**src/tli_mem.sv**
```systemverilog
// Point memory: one write port and one registered read port of (x,y) words.
`default_nettype none
module tli_mem #(
  parameter int unsigned DEPTH = 64,
  parameter int unsigned AW    = 6
) (
  input  wire logic          clk,
  input  wire logic          we,
  input  wire logic [AW-1:0] waddr,
  input  wire logic [63:0]   wdata,
  input  wire logic [AW-1:0] raddr,
  output logic      [63:0]   rdata
);

  logic [63:0] mem [DEPTH];

  // Write and registered read.
  always_ff @(posedge clk) begin
    if (we) begin
      mem[waddr] <= wdata;
    end
    rdata <= mem[raddr];
  end

endmodule
`default_nettype wire

```
**config.mk**
```make
export PLATFORM = sky130hd
export DESIGN_NAME = tli_mem
export DESIGN_NICKNAME = d
export VERILOG_FILES = /design/src/tli_mem.sv
export SDC_FILE = /design/constraint.sdc
export NUM_CORES = 2
export LEC_CHECK = 0
export BUFFER_PORTS_ARGS = -buffer_cell sky130_fd_sc_hd__buf_4
export CORE_UTILIZATION = 60
export DETAILED_ROUTE_END_ITERATION = 10
export PLACE_DENSITY = 0.76
export SLEW_MARGIN = 20
export SYNTH_ARGS = -nofsm -noshare
export SYNTH_HDL_FRONTEND = slang
export SYNTH_SLANG_ARGS = --single-unit
```
**constraint.sdc**
```tcl
create_clock -name clk -period 7 [get_ports clk]
set_input_delay 0.35 -clock clk [delete_from_list [all_inputs] [get_ports clk]]
set_output_delay 0.35 -clock clk [all_outputs]
set_load 0.1 [all_outputs]
```
== Word-level counts from Yosys, hierarchy flattened ==
Memories as Yosys holds them, arrays and structs flattened. A register that Yosys moved wholly into a read port is not among the register bits.
Index checks and enable logic that the tools add are counted.
Widths: inputs -> output; s select.
Storage, ports and cells
  flip-flop bits (word level): 0
  bits in writable memories: 4096
  input port bits: 78
  output and inout port bits: 64
  logic and storage cells: 3
  memories: 1
Operators by class
  multiplexer cells: 2
Memories
  mem: words 64, bits a word 64, read ports 1, clocked after memory_dff 1, write ports 1, line 15  | logic [63:0] mem [DEPTH];
Operators with widths (count)
  $mux 1: 2

== Logic depth before layout (Yosys ltp) ==
  depth after elaboration: 2
  depth in mapped cells: 9
  gate-level depth less buffers: 5

== Worst setup path after synthesis ==
OpenSTA, ideal clock, no wires.
  path kind: input-to-reg
  start point: input waddr[3]
  end point: memory mem[48][0], enable pin
  setup time: 0.564 ns
  data arrival time: 5.222 ns
  required time: 6.436 ns
  setup slack: 1.214 ns
  stages on the path: 4
  buffers on the path: 1
  cell sequence: clkbuf_1 > nor2b_1 > nand4b_1 > nor3_1
RTL lines
  start, declared: line 9  | input wire logic [AW-1:0] waddr,
  end, declared: line 15
No word-level cell before the write port.

== Worst setup path in the final report ==
  start point: input waddr[1]
  end point: memory mem[19][49], enable pin
No word-level cell before the write port.

==> summary.md <==
| Metric | Value |
|---|---|
| Logic pwr share | `0.055` |
| Hold path start | `wdata[34]` |
| Dpl cells | `9951` |
| Cells on worst reg2reg path | `5` |
| Top cells by area, synth | `edfxtp_1, mux4_2, mux2i_1` |
| # setup viols final | `0` |
| Peak supply drop | `350 uV` |
| Initial antenna violation count | `28` |
| Crit start category | `input port` |
| Post-CTS Resized | `0` |
| CP endpoint kind | `register` |
| WL/cell | `39.8 um` |
| Hold crit path type | `in -> reg` |
| Clock slew at reported path FFs | `0.06 ns` |
| Ys async rst share | `0` |
| Crit path max fanout | `41` |
| Post-synth top area share | `0.787` |
| Total Nets Final | `7084` |
| Hold Path Sink | `mem[44][34]$_DFFE_PP_` |
| First-pass DRT Iterations | `8` |
| CTS tree | `done` |
| Post-CTS repair timing setup buffer count | `0` |
| LEAKAGE | `54.6 nW` |
| Post-synth top cells | `edfxtp_1, mux4_2, buf_2` |
| Clock power share | `0.404` |
| Total die area | `263000 um^2` |
| Via-per-instance ratio | `7.28` |
| Routed via count | `78100` |
| Final Hold Viols | `0` |
| Sequential power share | `0.541` |
| Area leader, netlist | `edfxtp_1` |
| F_max | `326 MHz` |
| FF-to-FF Start | `mem[12][30]$_DFFE_PP_` |
| Seq cells post-synth | `4160` |
| Count of pins over their slew limit | `0` |
| Die W | `512 um` |
| Primary FF master, synth | `edfxtp_1` |
| Clock Tree Buf Depth | `4` |
| Grt ovf | `0` |
| Required @ worst endpoint | `7.53 ns` |
| Max-Cap Viols | `0` |
| Total power | `51.2 mW` |
| Worst r2r dst | `rdata[30]$_DFF_P_` |
| Metal-1 WL | `141000 um` |
| Net Count, Synth | `6676` |
| WL final | `427000 um` |
| Starting density of the core | `0.603` |
| Arrival time worst endpoint | `3.60 ns` |
| DR top layer | `met5` |
| RSZ-0062 raised after global routing | `no` |
| Met2 WL | `203000 um` |
| Num CTS Buffers | `394` |
| Hold Path Depth | `1` |
| Setup Skew | `0.0816 ns` |
| Power Dens Cells | `292 nW/um^2` |
| Fin cells | `10700` |
| Overall Global Routing Usage | `0.328` |
| I/O pins | `142` |
| H-tree Lvls | `5` |
| Core footprint | `259000 um^2` |
| Fin crit share | `0.439` |
| DRC errors left | `0` |
| Post-Synthesis Cells | `6598` |
| Register area share after synthesis | `0.795` |
| Clock latency on the worst-skew pair | `0.95 ns` |
| Syn avg cell area | `23.7 um^2` |
| Met3 WL | `56300 um` |
| Clock Sink Count | `4160` |
| Die H | `512 um` |
| Vias in the first global route | `79200` |
| Setup WS pre-CTS | `3.16 ns` |
| Root Driver | `clkbuf_16` |
| Worst hold slack | `0.0234 ns` |
| Post-route ant nets | `0` |
| First-pass GRT wire length | `597000 um` |
| Internal | `40.1 mW` |
| Number of hold buffers added after cts | `59` |
| Tmin final | `3.07 ns` |
| Post-synth EDFFs | `4096` |
| TNS Setup | `0 ns` |
| Layout area overhead | `12.1%` |
| Status | `finished, final reports clean` |
| Switching share of power | `0.217` |
| Switching power | `11.1 mW` |
| Gpl congestion | `0.834` |
| Reg-to-reg setup timing slack | `4.89 ns` |
| Share of post-route cells with drive strength above 1 | `0.272` |
| Setup WS post-layout | `3.93 ns` |
| Port Buffers | `141` |
| Largest net degree at the start of global routing | `144` |
| DRT iter0 DRCs | `12400` |
| Dpl hpwl | `214000 um` |
| Cell area after synthesis | `156000 um^2` |
| Synth warnings | `0` |
| Netlist cell types | `33` |
| Slew HR | `0.209` |
| Critical path class | `in -> reg` |
| Most frequent cell after synthesis | `edfxtp_1` |
| Worst-margin pin slew | `1.19 ns` |
| FP Rows | `187` |
## kinds of logic after synthesis
| kind of cell | Yosys count | share of synthesized area |
|---|---|---|
| flops | 4160 | 0.795 |
| compound gates | 504 | 0.0248 |
| buf+inv | 389 | 0.0118 |
| mux | 1159 | 0.156 |
| simple gates | 386 | 0.0124 |
## routing by layer
layer / track usage / vias up
met3: 0.0749 / 1272
met4: 0.172 / 20
met5: 0 / -
met2: 0.519 / 6663
met1: 0.431 / 40800
li1: - / 29300
## critical path, stage by stage
cell and delay [ns]:
buf_4 0.15, nor2b_1 0.26, nand3_1 0.72, nor2_4 1.19, buf_4 0.83
## placed cells by master (no fill, tap or decap), types with 59 or more instances in the layout
cell type      count
a211oi_1          63
a22o_1            88
a22oi_1          168
and3_1            64
buf_4            278
clkbuf_1          93
clkbuf_16        399
clkinv_1          67
clkinv_2          69
dfxtp_1           64
dlygate4sd3_1     59
edfxtp_1        4096
mux2i_1          135
mux4_2          1024
nor2_4            65
o22ai_1           83
## metrics by stage
stage	area, um^2	utilization
after floorplan	156000	-
after global placement	162000	0.625
after detailed placement	162000	0.626
after CTS	175000	0.676
after global routing	175000	0.676
final	175000	0.676
## flip-flops by register name (all words and copies together), names as in the netlist
signal,count
rdata,64
mem,4096
## power by group through the flow
| stage | Sequential [mW] | Clock, mW | Combinational [mW] |
|---|---|---|---|
| floorplan | 28.6 | 0 | 1.28 |
| global placement | 28.2 | 0 | 2.68 |
| detailed placement | 28.2 | 0 | 2.74 |
| CTS | 27.7 | 20.8 | 2.80 |
| global route | 27.7 | 21.6 | 2.91 |
| finish | 27.7 | 20.7 | 2.82 |
## worst max path at each step
stage,to,startpoint,cells past startpoint
CTS,mem[19][21]$_DFFE_PP_,waddr[1],5
finish,mem[19][49]$_DFFE_PP_,waddr[1],5
detailed placement,rdata[43]$_DFF_P_,raddr[0],8
global route,rdata[43]$_DFF_P_,raddr[0],8
floorplan,mem[48][0]$_DFFE_PP_,waddr[3],4
global placement,rdata[43]$_DFF_P_,raddr[0],8
## layout make-up
cell class | count | area (um^2)
clock buffers | 504 | 10500
fillers | 14900 | 84000
well taps | 3402 | 4260
flip-flops and latches | 4160 | 124000
clock inverters | 191 | 1740
multi-input cells | 2049 | 30800
inverters | 19 | 71.3
diodes | 12 | 30.0
repair buffers | 382 | 3600
(Power assumes the default switching activity.)
