<file path="src/tli_pkg.sv">
// Shared types and constants of the table linear interpolator.
`default_nettype none
package tli_pkg;

  // Item kinds on the input tuser.
  localparam logic [1:0] KIND_WRITE   = 2'd0;
  localparam logic [1:0] KIND_FORWARD = 2'd1;
  localparam logic [1:0] KIND_INVERSE = 2'd2;

  // Result status codes.
  localparam logic [1:0] ST_OK    = 2'd0;
  localparam logic [1:0] ST_EMPTY = 2'd1;
  localparam logic [1:0] ST_SAT   = 2'd2;

  // Register index of the point count.
  localparam logic REG_NUM_POINTS = 1'b0;

  localparam int unsigned VAL_W  = 32;
  localparam int unsigned MAG_W  = 33;
  localparam int unsigned PROD_W = 66;

  // Request to the shared multiply and divide unit.
  typedef struct packed {
    logic             start;
    logic [MAG_W-1:0] a_mag;
    logic [MAG_W-1:0] b_mag;
    logic [MAG_W-1:0] d_mag;
  } md_req_t;

  // Response of the shared multiply and divide unit.
  typedef struct packed {
    logic              done;
    logic [PROD_W-1:0] quot;
  } md_rsp_t;

endpackage
`default_nettype wire

</file>
<file path="src/tli_muldiv.sv">
// Shared shift-add multiplier and restoring divider over one 66-bit adder.
`default_nettype none
module tli_muldiv (
  input  wire logic            clk,
  input  wire logic            rst,
  input  wire tli_pkg::md_req_t req,
  output tli_pkg::md_rsp_t     rsp
);
  import tli_pkg::*;

  typedef enum logic [2:0] {
    M_IDLE = 3'b001,
    M_MUL  = 3'b010,
    M_DIV  = 3'b100
  } mstate_t;

  mstate_t           ph;
  logic [6:0]        cnt;
  logic [PROD_W-1:0] acc;
  logic [MAG_W-1:0]  mb;
  logic [MAG_W-1:0]  a_r;
  logic [MAG_W-1:0]  d_r;
  logic [MAG_W-1:0]  rem;
  logic              done;
  logic [MAG_W:0]    rem_sh;
  logic [PROD_W-1:0] opa;
  logic [PROD_W-1:0] opb;
  logic              cin;
  logic [PROD_W-1:0] sum;

  // Operand selection for the one adder: accumulate or trial subtract.
  always_comb begin
    rem_sh = {rem, acc[PROD_W-1]};
    opa    = '0;
    opb    = '0;
    cin    = 1'b0;
    unique case (ph)
      M_MUL: begin
        opa = {acc[PROD_W-2:0], 1'b0};
        opb = mb[MAG_W-1] ? PROD_W'(a_r) : '0;
      end
      M_DIV: begin
        opa = PROD_W'(rem_sh);
        opb = ~PROD_W'(d_r);
        cin = 1'b1;
      end
      default: begin
        opa = '0;
      end
    endcase
    sum = opa + opb + PROD_W'(cin);
  end

  // Sequencer: 33 multiply steps, then 66 quotient bits.
  always_ff @(posedge clk) begin
    if (rst) begin
      ph   <= M_IDLE;
      done <= 1'b0;
      cnt  <= '0;
    end else begin
      done <= 1'b0;
      unique case (ph)
        M_IDLE: begin
          if (req.start) begin
            acc <= '0;
            mb  <= req.b_mag;
            a_r <= req.a_mag;
            d_r <= req.d_mag;
            cnt <= 7'(MAG_W);
            ph  <= M_MUL;
          end
        end
        M_MUL: begin
          acc <= sum;
          mb  <= {mb[MAG_W-2:0], 1'b0};
          cnt <= cnt - 7'd1;
          if (cnt == 7'd1) begin
            cnt <= 7'(PROD_W);
            rem <= '0;
            ph  <= M_DIV;
          end
        end
        M_DIV: begin
          if (!sum[PROD_W-1]) begin
            rem <= sum[MAG_W-1:0];
          end else begin
            rem <= rem_sh[MAG_W-1:0];
          end
          acc <= {acc[PROD_W-2:0], ~sum[PROD_W-1]};
          cnt <= cnt - 7'd1;
          if (cnt == 7'd1) begin
            done <= 1'b1;
            ph   <= M_IDLE;
          end
        end
        default: begin
          ph <= M_IDLE;
        end
      endcase
    end
  end

  assign rsp.done = done;
  assign rsp.quot = acc;

endmodule
`default_nettype wire

</file>
<file path="config.mk">
export PLATFORM = sky130hd
export DESIGN_NAME = tli_muldiv
export DESIGN_NICKNAME = d
export VERILOG_FILES = /design/src/tli_pkg.sv /design/src/tli_muldiv.sv
export SDC_FILE = /design/constraint.sdc
export NUM_CORES = 1
export LEC_CHECK = 0
export ABC_AREA = 1
export BUFFER_PORTS_ARGS = -buffer_cell sky130_fd_sc_hd__buf_2
export CORE_MARGIN = 2
export CORE_UTILIZATION = 65
export DETAILED_ROUTE_END_ITERATION = 8
export PLACE_DENSITY = 0.9
export SYNTH_ARGS = -nofsm -noshare
export SYNTH_HDL_FRONTEND = slang
export SYNTH_SLANG_ARGS = --single-unit
</file>
<file path="constraint.sdc">
create_clock -name clk -period 12.3 [get_ports clk]
set_input_delay 1.845 -clock clk [delete_from_list [all_inputs] [get_ports clk]]
set_output_delay 1.845 -clock clk [all_outputs]
set_load 0.05 [all_outputs]
</file>
### Yosys cells after proc, flatten, opt, wreduce, memory -nomap -nowiden

Cells that the tools add are included.
Widths: inputs -> output; s select.

* register bits: 209
* output and inout port bits: 67
* logic and storage cells: 51

* add/sub/neg operators: 3
* equality and inequality tests: 7
* muxes and demuxes: 19
* bitwise operators: 4
* reduce and logical (&&, ||, !) cells: 10

Operators by type and width (count)
* $pmux 66 s2: 2
* $pmux 66 s3: 1
* $mux 33: 4
* $pmux 33 s2: 2
* $add 66x1->66: 1
* $add 66x66->66: 1
* $mux 66: 1
* $not 33->66: 1
* $pmux 7 s3: 1
* $reduce_and 3->1: 5
* $mux 7: 2
* $mux 3: 3
* $pmux 3 s3: 1
* $eq 7x1->1 const B: 1
* $sub 7x1->7 const B: 1
* $ne 2x2->1 const B: 3
* $reduce_bool 2->1: 2
* $eq 3x1->1 const B: 1
* $eq 3x2->1 const B: 1
* $eq 3x3->1 const B: 1
* $not 1->1: 3
* $reduce_bool 3->1: 1
* $mux 1: 2
* $reduce_and 2->1: 1
* $reduce_or 2->1: 1

### Logic depth before layout (Yosys ltp)

Gate-level depths: netlist (run 1).

* depth in word-level cells: 6
* mapped depth: 24
* depth with buffers taken out: 22

### Worst setup path before layout (run 1)

OpenSTA, ideal clock, no wires.

* path kind: input to register
* from: in rst
* to: reg a_r[0] (enable)
* setup time: 0.571 ns
* arrival: 6.570 ns
* data required time: 11.729 ns
* setup slack: 5.159 ns
* cell stages on the path: 2
* buffers on the path: 1
* path through: buf_1 > nor3_1

* longest elaborated chain between the ends: 2

Ends and longest elaborated chain
* from (decl): RTL line tli_muldiv.sv:5 `input wire logic rst,`
* $not 1->1 (no line)
* $reduce_and 3->1 (no line)
* to (signal assigned): RTL line tli_muldiv.sv:67 `a_r <= req.a_mag;`
* to (decl): RTL line tli_muldiv.sv:21 `logic [MAG_W-1:0] a_r;`

Every way passes these cells.
A chain may end at the register's enable or synchronous reset.

### Worst setup path in the final report (run 1)

* from: reg ph[0]
* to: reg rem[5], data pin

* longest elaborated chain between the ends: 6
* elaborated cells between the ends (all ways): 9

Ends and longest elaborated chain
* from (decl): RTL line tli_muldiv.sv:17 `mstate_t ph;`
* from (signal assigned): RTL line tli_muldiv.sv:57 `ph <= M_IDLE;`
* from (signal assigned): RTL line tli_muldiv.sv:70 `ph <= M_MUL;`
* from (signal assigned): RTL line tli_muldiv.sv:80 `ph <= M_DIV;`
* $eq 3x3->1 / $eq 3x2->1 (equally long branches): RTL line tli_muldiv.sv:37, tli_muldiv.sv:62
* $pmux 66 s2: RTL line tli_muldiv.sv:37 `unique case (ph)`
* $add 66x66->66: RTL line tli_muldiv.sv:51 `sum = opa + opb + PROD_W'(cin);`
* $add 66x1->66: RTL line tli_muldiv.sv:51
* $mux 33: RTL line tli_muldiv.sv:84 `if (!sum[PROD_W-1]) begin`
* $pmux 33 s2 *: RTL line tli_muldiv.sv:62 `unique case (ph)`
* to (signal assigned): RTL line tli_muldiv.sv:85 `rem <= sum[MAG_W-1:0];`
* to (signal assigned): RTL line tli_muldiv.sv:87 `rem <= rem_sh[MAG_W-1:0];`
* to (decl): RTL line tli_muldiv.sv:23 `logic [MAG_W-1:0] rem;`

Mark *: on every way between the ends. The rest lies on a longest branch, timed or not.

==> impl_summary.txt, run 1 <==
----------------------------------------------------
[CTS]
  Post-CTS setup repair buffer count ... 0
  Clock latency of the later-clocked register in the worst-skew pair ... approximately 0.54 ns
  Clk buf depth ... 3
  Count of cells resized by post-cts repair ... 0
  Clock transition at the register clock pins on the worst setup and hold paths after CTS ... ~0.070 ns
  Clock tree sinks ... between 200 and 250
  CTS tree ... yes
  CTS Buf Count ... 22
  H-Tree Level Count ... 1
  Buffer cell driving the clock tree root ... sky130_fd_sc_hd__clkbuf_16
  Number of hold buffers added after CTS ... 0

[Critical path]
  Critical path startpoint category ... flop
  Max Fanout on Critical Path ... 84
  Setup Crit Path Kind ... reg -> reg
  Required time at the worst-slack endpoint ... 12.70 ns
  Slowest stage cell, crit path ... sky130_fd_sc_hd__buf_4
  Capture point of the worst reg-to-reg path ... rem[5]$_SDFFCE_PP0P_
  Gate family responsible for the most delay along the worst path ... simple AND/OR/NAND/NOR gates
  Number of cells traversed by the worst register-to-register path ... 20
  Number of buffers and inverters on the critical path ... 4
  Setup slack, reg-to-reg ... just over 7 ns
  Most prevalent standard cell on the critical path ... sky130_fd_sc_hd__nand2_1
  Max incr delay on CP ... ~0.83 ns
  Kind of end point of the critical path ... flop
  Arrival time at the worst endpoint ... between 5 and 6 ns
  Worst reg2reg startpoint ... ph[0]$_SDFFE_PP1P_
  CP Cell Sequence ... nor3_4, inv_4, buf_4, o21ai_0, ha_1, nand2_1, inv_2, nand2_1, nand2_1, nand2_1, nand3_2, nand2_1, nand2_2, nand2_2, nand2_4, nand2_4, nand3_2, nand3_1, nand2_1, inv_1

[Routing]
  Drt pass-1 iters ... 7
  Detailed router's first-iteration violation count ... 1933
  WL/cell ... slightly above 20 um
  Remaining antenna violation count ... 0
  Number of vias in the routed layout ... ~15000
  Routed vias/inst ... 6.143
  Routed wire length ... 49660 um
  Post-route DRC violation count ... 0

[Floorplanning]
  Number of top-level pins ... 169
  Width of the chip ... around 150 um
  Core region area ... 21890 sq um
  Area of the die ... around 24000 sq um
  Starting utilization of the core area ... 66.25%
  Die H ... approximately 150 um
  FP Rows ... 54

[STA]
  Maximum operating frequency ... 193.2 MHz
  Max Slew Vio Count ... 0
  Number of failing hold endpoints at the final stage ... 0
  Final count of negative-setup-slack endpoints ... 0
  Total Neg Setup Slack ... 0 ns
  Relative slew slack ... between 20% and 30%
  Setup clock skew after layout ... around 0.018 ns
  Setup repair after global routing missed its margin ... no
  Least-Margin Pin Slew ... 1.132 ns
  Min cycle time layout ... between 5 and 6 ns
  Share of the clock period used by the worst path ... a little over two fifths

[GRT]
  Via count of the first global-routing pass ... about 14000
  Initial antenna violation count ... 0
  GR Overflow Total ... 0
  Pin count of the biggest net entering global routing ... slightly below 100
  Global Route Usage Sum ... approximately two fifths
  Wire length of the first global-routing pass ... roughly 77000 um

[Yosys]
  Main area contributors after synthesis ... sky130_fd_sc_hd__edfxtp_1 41%, sky130_fd_sc_hd__nand2_1 15%, sky130_fd_sc_hd__inv_1 7.8%
  Cell type contributing the most total cell area after synthesis ... sky130_fd_sc_hd__edfxtp_1
  Simple-gate area share of the yosys netlist ... about 29%
  Synthesized-area fraction occupied by ao, oa, aoi and oai cells ... between 10% and 20%
  Sequential fraction of the synthesis area ... around 43%
  Post-Synthesis Cells ... between 1500 and 2000
  Net count after synthesis ... 2151
  Dominant combinational cell family by area after synthesis ... simple AND/OR/NAND/NOR gates
  Top_reg_cell synth ... sky130_fd_sc_hd__edfxtp_1
  Post-synthesis mux area share ... 0%
  Cell area after technology mapping ... about 15000 sq um
  Fraction of registers with async set or reset after synthesis ... 0%
  Post-Syn Area per Cell ... between 7 and 8 sq um
  Xor and xnor area share after synthesis ... under 10%
  Synthesis Warnings ... 0
  Fraction of synthesized cell area taken by the top area cell type ... around 41%
  Most frequent cell after synthesis ... sky130_fd_sc_hd__nand2_1
  Cell types with the highest counts after synthesis ... 594 x sky130_fd_sc_hd__nand2_1, 300 x sky130_fd_sc_hd__inv_1, 198 x sky130_fd_sc_hd__edfxtp_1
  #FFs+latches synth ... between 200 and 250
  Number of enable flip-flop cells after synthesis ... just under 200
  Adder and majority cell fraction of the synthesized area ... between 5 and 6%
  Number of different library cells in the post-synthesis netlist ... just over 40

[Worst hold path]
  Worst Hold Path EP ... mb[23]$_DFFE_PP_
  Hold Path Stages ... 2
  Beginning of the worst hold path ... mb[22]$_DFFE_PP_
  Hold Path Class ... reg -> reg

[Flow run]
  Max-cap check violation count ... 0

[Pwr]
  Sw Share ... between 20% and 30%
  Combinational group share of total power ... approximately an eighth
  Power density cells ... 109.9 nW/um^2
  Sequential fraction of design power ... between 40% and 50%
  Share of total power in the clock network ... roughly two fifths
  Max rail drop VDD ... between 150 and 200 uV
  Switching power ... just under 500 uW
  Leakage Power ... ~0.0078 uW
  Internal ... 1298 uW

[Layout]
  Area growth from synthesis to final layout ... 12.42%
  Nets ... 2296
  Non-filler cells in the finished layout ... about 2400
  Inserted Diodes ... 0
  Fraction of final layout cells sized beyond drive strength 1 ... a little under an eighth

[Outcome]
  Outcome ... completed

[Placed design]
  Post-detailed-placement half-perimeter wirelength ... about 35000 um
  Gp weighted congestion ... roughly 1
  Number of cells in the design after placement ... around 2400
  Port Buffers ... roughly 170

----------------------------------------------------
==> power groups by stage <==
stage | clock network, uW | registers [uW] | logic (uW)
3_3_place_gp | 0 | 864 | 197
3_5_place_dp | 0 | 868 | 208
5_1_grt | 733 | 859 | 229
2_1_floorplan | 0 | 923 | 84.8
4_1_cts | 710 | 855 | 213
6_report | 718 | 856 | 218
==> through the flow <==
step,hold slack (ns),instance area (sq um),setup slack (ns),total power (uW),utilization (%)
finish,0.5228,16300,7.124,1792,74.48
global route,0.5501,16300,6.997,1821,74.48
CTS,0.5240,16300,7.441,1777,74.48
detailed placement,0.5002,15540,7.619,1076,71.00
global placement,0.4808,15540,7.777,1062,71.00
floorplan,0.4688,14500,5.159,1008,-
==> registers in the layout (all words and copies together) (netlist names) <==
| name | cells |
|---|---|
| a_r | 33 |
| acc | 66 |
| cnt | 7 |
| d_r | 33 |
| done | 1 |
| mb | 33 |
| ph | 3 |
| rem | 33 |
==> layer usage <==
metal / vias to the layer above / wire [um] / global-route usage, % / part of all wire (%)
met2: 1160 / 22590 / 67.47 / 45
met3: 209 / 5861 / 7.457 / 12
met5: - / 0 / 0 / 0
met1: 6727 / 19090 / 55.94 / 38
met4: 0 / 2114 / 13.67 / 4.3
li1: 6783 / - / - / -
==> worst min-delay path, delay by kind of cell, from the launching register on <==
| family | cells | cell delay [ns] |
|---|---|---|
| DFF | 1 | 0.32 |
| and+or+nand+nor | 2 | 0.10 |
==> final cells by class <==
cell class	instances	area [sq um]
clock buffers	32	618.1
fillers	1599	5587
inverters	321	1210
flip-flops and latches	209	6166
clock inverters	8	142.6
repair buffers	177	908.4
multi-input cells	1395	6909
well taps	280	350.3
==> placed cells by master, fill, tap and decap left out, types with 22 or more instances in the layout <==
cell type                     n
sky130_fd_sc_hd__edfxtp_1   198
sky130_fd_sc_hd__clkbuf_16   22
sky130_fd_sc_hd__nor2_1     193
sky130_fd_sc_hd__buf_2      168
sky130_fd_sc_hd__inv_1      300
sky130_fd_sc_hd__o22ai_1     65
sky130_fd_sc_hd__ha_1        66
sky130_fd_sc_hd__nand2_1    594
sky130_fd_sc_hd__o21ai_0     72
sky130_fd_sc_hd__nor3_1      24
sky130_fd_sc_hd__nand3_1    132
sky130_fd_sc_hd__a21oi_1    124
==> worst max-delay path by stage <==
| stage | startpoint | endpoint | slack (ns) | cells after the start |
|---|---|---|---|---|
| global route | ph[0]$_SDFFE_PP1P_ | rem[5]$_SDFFCE_PP0P_ | 7.00 | 21 |
| CTS | ph[0]$_SDFFE_PP1P_ | rem[5]$_SDFFCE_PP0P_ | 7.44 | 20 |
| global placement | ph[0]$_SDFFE_PP1P_ | acc[65]$_DFFE_PP_ | 7.78 | 15 |
| finish | ph[0]$_SDFFE_PP1P_ | rem[5]$_SDFFCE_PP0P_ | 7.12 | 20 |
| floorplan | rst | a_r[0]$_DFFE_PP_ | 5.16 | 2 |
| detailed placement | ph[0]$_SDFFE_PP1P_ | acc[65]$_DFFE_PP_ | 7.62 | 15 |
==> logic make-up (layout without fill, tap and decap cells) <==
group | after synthesis | in the layout
fa+ha+maj | 68 | 68
xor+xnor | 18 | 18
buf+inv | 377 | 538
compound gates | 313 | 313
flops | 209 | 209
simple gates | 996 | 996
Power figures use the tool's default switching activity.
==> run 2, diff against run 1 <==
- CORE_UTILIZATION: 65 -> 60
- PLACE_DENSITY: 0.9 -> 0.84
- clock period: 12.3 -> 4.8 ns (I/O delays scaled with it)
==> run 2 against run 1 <==
Effect of this change: worst setup slack lost 6.5 ns; hold slack lost 0.17 ns; non-clock buffer count up 10; final cell count rose by 2.0%; critical path type unchanged; largest power group unchanged; clock-buffer cell count down 7; highest routed layer unchanged; flip-flop and latch count is the same.
==> impl_summary.txt, run 2 (synthesized netlist as in run 1, its figures left out) <==
----------------------------------------------------
[CTS]
  Clk buf depth ... 3 (unchanged)
  Clock latency of the later-clocked register in the worst-skew pair ... 0.54 ns (about the same)
  Post-CTS setup repair buffer count ... 0 (unchanged)
  H-Tree Level Count ... 1 (unchanged)
  Count of cells resized by post-cts repair ... 0 (unchanged)
  CTS Buf Count ... 22 (unchanged)
  Clock tree sinks ... 209 (unchanged)
  CTS tree ... yes
  Clock transition at the register clock pins on the worst setup and hold paths after CTS ... 0.07 ns (about the same)
  Buffer cell driving the clock tree root ... sky130_fd_sc_hd__clkbuf_16
  Number of hold buffers added after CTS ... 0 (unchanged)

[STA]
  Min cycle time layout ... 4.143 ns (-1.034 ns)
  Least-Margin Pin Slew ... 1.007 ns (-0.1250 ns)
  Final count of negative-setup-slack endpoints ... 0 (unchanged)
  Maximum operating frequency ... 241.4 MHz (+25%)
  Setup ws final ... 0.6573 ns (-6.466 ns)
  Share of the clock period used by the worst path ... 86.31% (+44 points)
  Max Slew Vio Count ... 0 (unchanged)
  Number of failing hold endpoints at the final stage ... 0 (unchanged)
  Setup repair after global routing missed its margin ... no
  Relative slew slack ... 32.86% (+8.3 points)
  Setup clock skew after layout ... 0.02388 ns (+0.006204 ns)

[Outcome]
  Outcome ... completed

[Floorplanning]
  Width of the chip ... 159.5 um (+4.0%)
  Number of top-level pins ... 169 (unchanged)
  FP Rows ... 56 (+3.7%)
  Die H ... 159.5 um (+4.0%)
  Core region area ... 23610 sq um (+7.9%)
  Area of the die ... 25430 sq um (+8.1%)
  Starting utilization of the core area ... 61.42% (-4.8 points)

[Critical path]
  Max Fanout on Critical Path ... 63 (-25%)
  Arrival time at the worst endpoint ... 4.43 ns (-1.15 ns)
  Kind of end point of the critical path ... flop
  Critical path startpoint category ... flop
  Required time at the worst-slack endpoint ... 5.08 ns (-7.62 ns)
  Setup Crit Path Kind ... reg -> reg

[Pwr]
  Sequential fraction of design power ... 49.9% (+2.1 points)
  Max rail drop VDD ... 395.0 uV (+150%)
  Switching power ... 1226 uW (+150%)
  Share of total power in the clock network ... 37.8% (-2.3 points)
  Internal ... 3170 uW (+140%)
  Power density cells ... 268.2 nW/um^2 (+140%)
  Leakage Power ... 0.007769 uW (+0.20%)
  Sw Share ... 27.89% (+0.33 points)
  Combinational group share of total power ... 12.3% (+0.2 points)

[Layout]
  Area taken by multi-input logic gates ... 6915 sq um (about the same)
  Number of inserted filler cells in the final layout ... 1909 (+19%)
  Non-filler cells in the finished layout ... 2471 (+2.0%)
  Commonest non-fill, non-tap cell in the layout ... sky130_fd_sc_hd__nand2_1
  Register with the most flip-flops ... acc
  Final non-filler cell area ... 16390 sq um (+0.53%)
  Final standard cell utilization of the core ... 69.42% (-5.1 points)
  Fraction of final layout cells sized beyond drive strength 1 ... 12.31% (+0.46 points)
  Storage cell area ... 6166 sq um (unchanged)
  Nets ... 2306 (+0.44%)
  Flip-flop count of the largest register after layout ... 66 (unchanged)
  Area growth from synthesis to final layout ... 13.02%
  Inserted Diodes ... 0 (unchanged)
  Highest-count cells in the layout ignoring fill and taps ... 594 x sky130_fd_sc_hd__nand2_1, 300 x sky130_fd_sc_hd__inv_1, 198 x sky130_fd_sc_hd__edfxtp_1, 193 x sky130_fd_sc_hd__nor2_1, 168 x sky130_fd_sc_hd__buf_2

[Routing]
  Routed wire length ... 46580 um (-6.2%)
  Routed vias/inst ... 5.839 (-5.0%)
  WL/cell ... 18.85 um (-8.1%)
  Post-route DRC violation count ... 0 (unchanged)
  Detailed router's first-iteration violation count ... 1846 (-4.5%)
  Number of vias in the routed layout ... 14430 (-3.0%)
  Remaining antenna violation count ... 0 (unchanged)
  Drt pass-1 iters ... 6 (-1)

[GRT]
  GRT busiest layer ... met2
  Met1 capacity usage during global routing ... 51.97% (-4.0 points)
  GR Overflow Total ... 0 (unchanged)
  Global Route Usage Sum ... 36.40% (-4.8 points)
  M3 GR Usage ... 5.236% (-2.2 points)
  Wire length of the first global-routing pass ... 73360 um (-4.3%)
  Met2 Usage GRT ... 59.31% (-8.2 points)
  Via count of the first global-routing pass ... 13640 (-5.5%)
  Initial antenna violation count ... 0 (unchanged)
  Pin count of the biggest net entering global routing ... 67 (-32%)

[Flow run]
  Max-cap check violation count ... 0 (unchanged)

[Placed design]
  Gp weighted congestion ... 0.9726 (-2.9%)
  Area after detailed placement ... 15700 sq um (+1.0%)
  Number of cells in the design after placement ... 2431 (+2.1%)
  Post-detailed-placement half-perimeter wirelength ... 35340 um (+0.92%)
  Setup slack after placement ... 0.8367 ns (-6.783 ns)
  Port Buffers ... 168 (unchanged)

[Worst hold path]
  Hold Path Class ... in -> reg

----------------------------------------------------
run 2: final cells by class:
type / instances / area share [%]
timing repair buffer: 187 / 6.153
sequential: 209 / 37.62
clock buffer: 25 / 3.427
tap: 319 / 2.435
clock inverter: 15 / 0.7939
multi-input combinational: 1395 / 42.19
inverter: 321 / 7.382
run 2: worst paths after layout:
path                            start               endpoint  slack, ns  cells past startpoint
hold / removal                req[78]      a_r[12]$_DFFE_PP_       0.35                      1
setup reg to reg   ph[0]$_SDFFE_PP1P_  rem[19]$_SDFFCE_PP0P_       0.66                     17
hold reg to reg   cnt[5]$_SDFFE_PP0P_    cnt[5]$_SDFFE_PP0P_       0.50                      2
setup / recovery   ph[0]$_SDFFE_PP1P_  rem[19]$_SDFFCE_PP0P_       0.66                     17
run 2: critical path: stages, from the launching register on:
cell	delay, ns
sky130_fd_sc_hd__dfxtp_1	0.45
sky130_fd_sc_hd__nor3_4	0.10
sky130_fd_sc_hd__inv_4	0.43
sky130_fd_sc_hd__buf_4	0.42
sky130_fd_sc_hd__o22ai_1	0.13
sky130_fd_sc_hd__ha_1	0.41
sky130_fd_sc_hd__a21oi_1	0.34
sky130_fd_sc_hd__o21ai_1	0.20
sky130_fd_sc_hd__nand2_1	0.10
sky130_fd_sc_hd__nand2_1	0.08
sky130_fd_sc_hd__a21oi_2	0.18
sky130_fd_sc_hd__nand2_4	0.10
sky130_fd_sc_hd__nand2_4	0.09
sky130_fd_sc_hd__nand2_4	0.12
sky130_fd_sc_hd__nand2_4	0.34
sky130_fd_sc_hd__nand3_1	0.13
sky130_fd_sc_hd__nand2_1	0.11
sky130_fd_sc_hd__inv_1	0.05
run 2: power groups by stage:
stage	sequential (uW)	clock (uW)	combinational [uW]
2_1_floorplan	2360	0	218
3_3_place_gp	2220	0	510
3_5_place_dp	2220	0	528
4_1_cts	2190	1660	535
5_1_grt	2200	1730	578
6_report	2190	1660	539
run 2: layer usage:
| layer | part of all wire (%) | vias to the layer above |
|---|---|---|
| met2 | 46 | 875 |
| met4 | 2.4 | 0 |
| li1 | - | 6807 |
| met3 | 9.9 | 100 |
| met1 | 42 | 6645 |
| met5 | 0 | - |
run 2: stage by stage:
step / hold WS, ns / setup TNS [ns] / total power (uW)
finish: 0.3491 / 0 / 4395
global route: 0.3377 / 0 / 4511
CTS: 0.3426 / 0 / 4388
detailed placement: 0.4904 / 0 / 2753
global placement: 0.4819 / 0 / 2730
floorplan: 0.4688 / -0.6538 / 2580
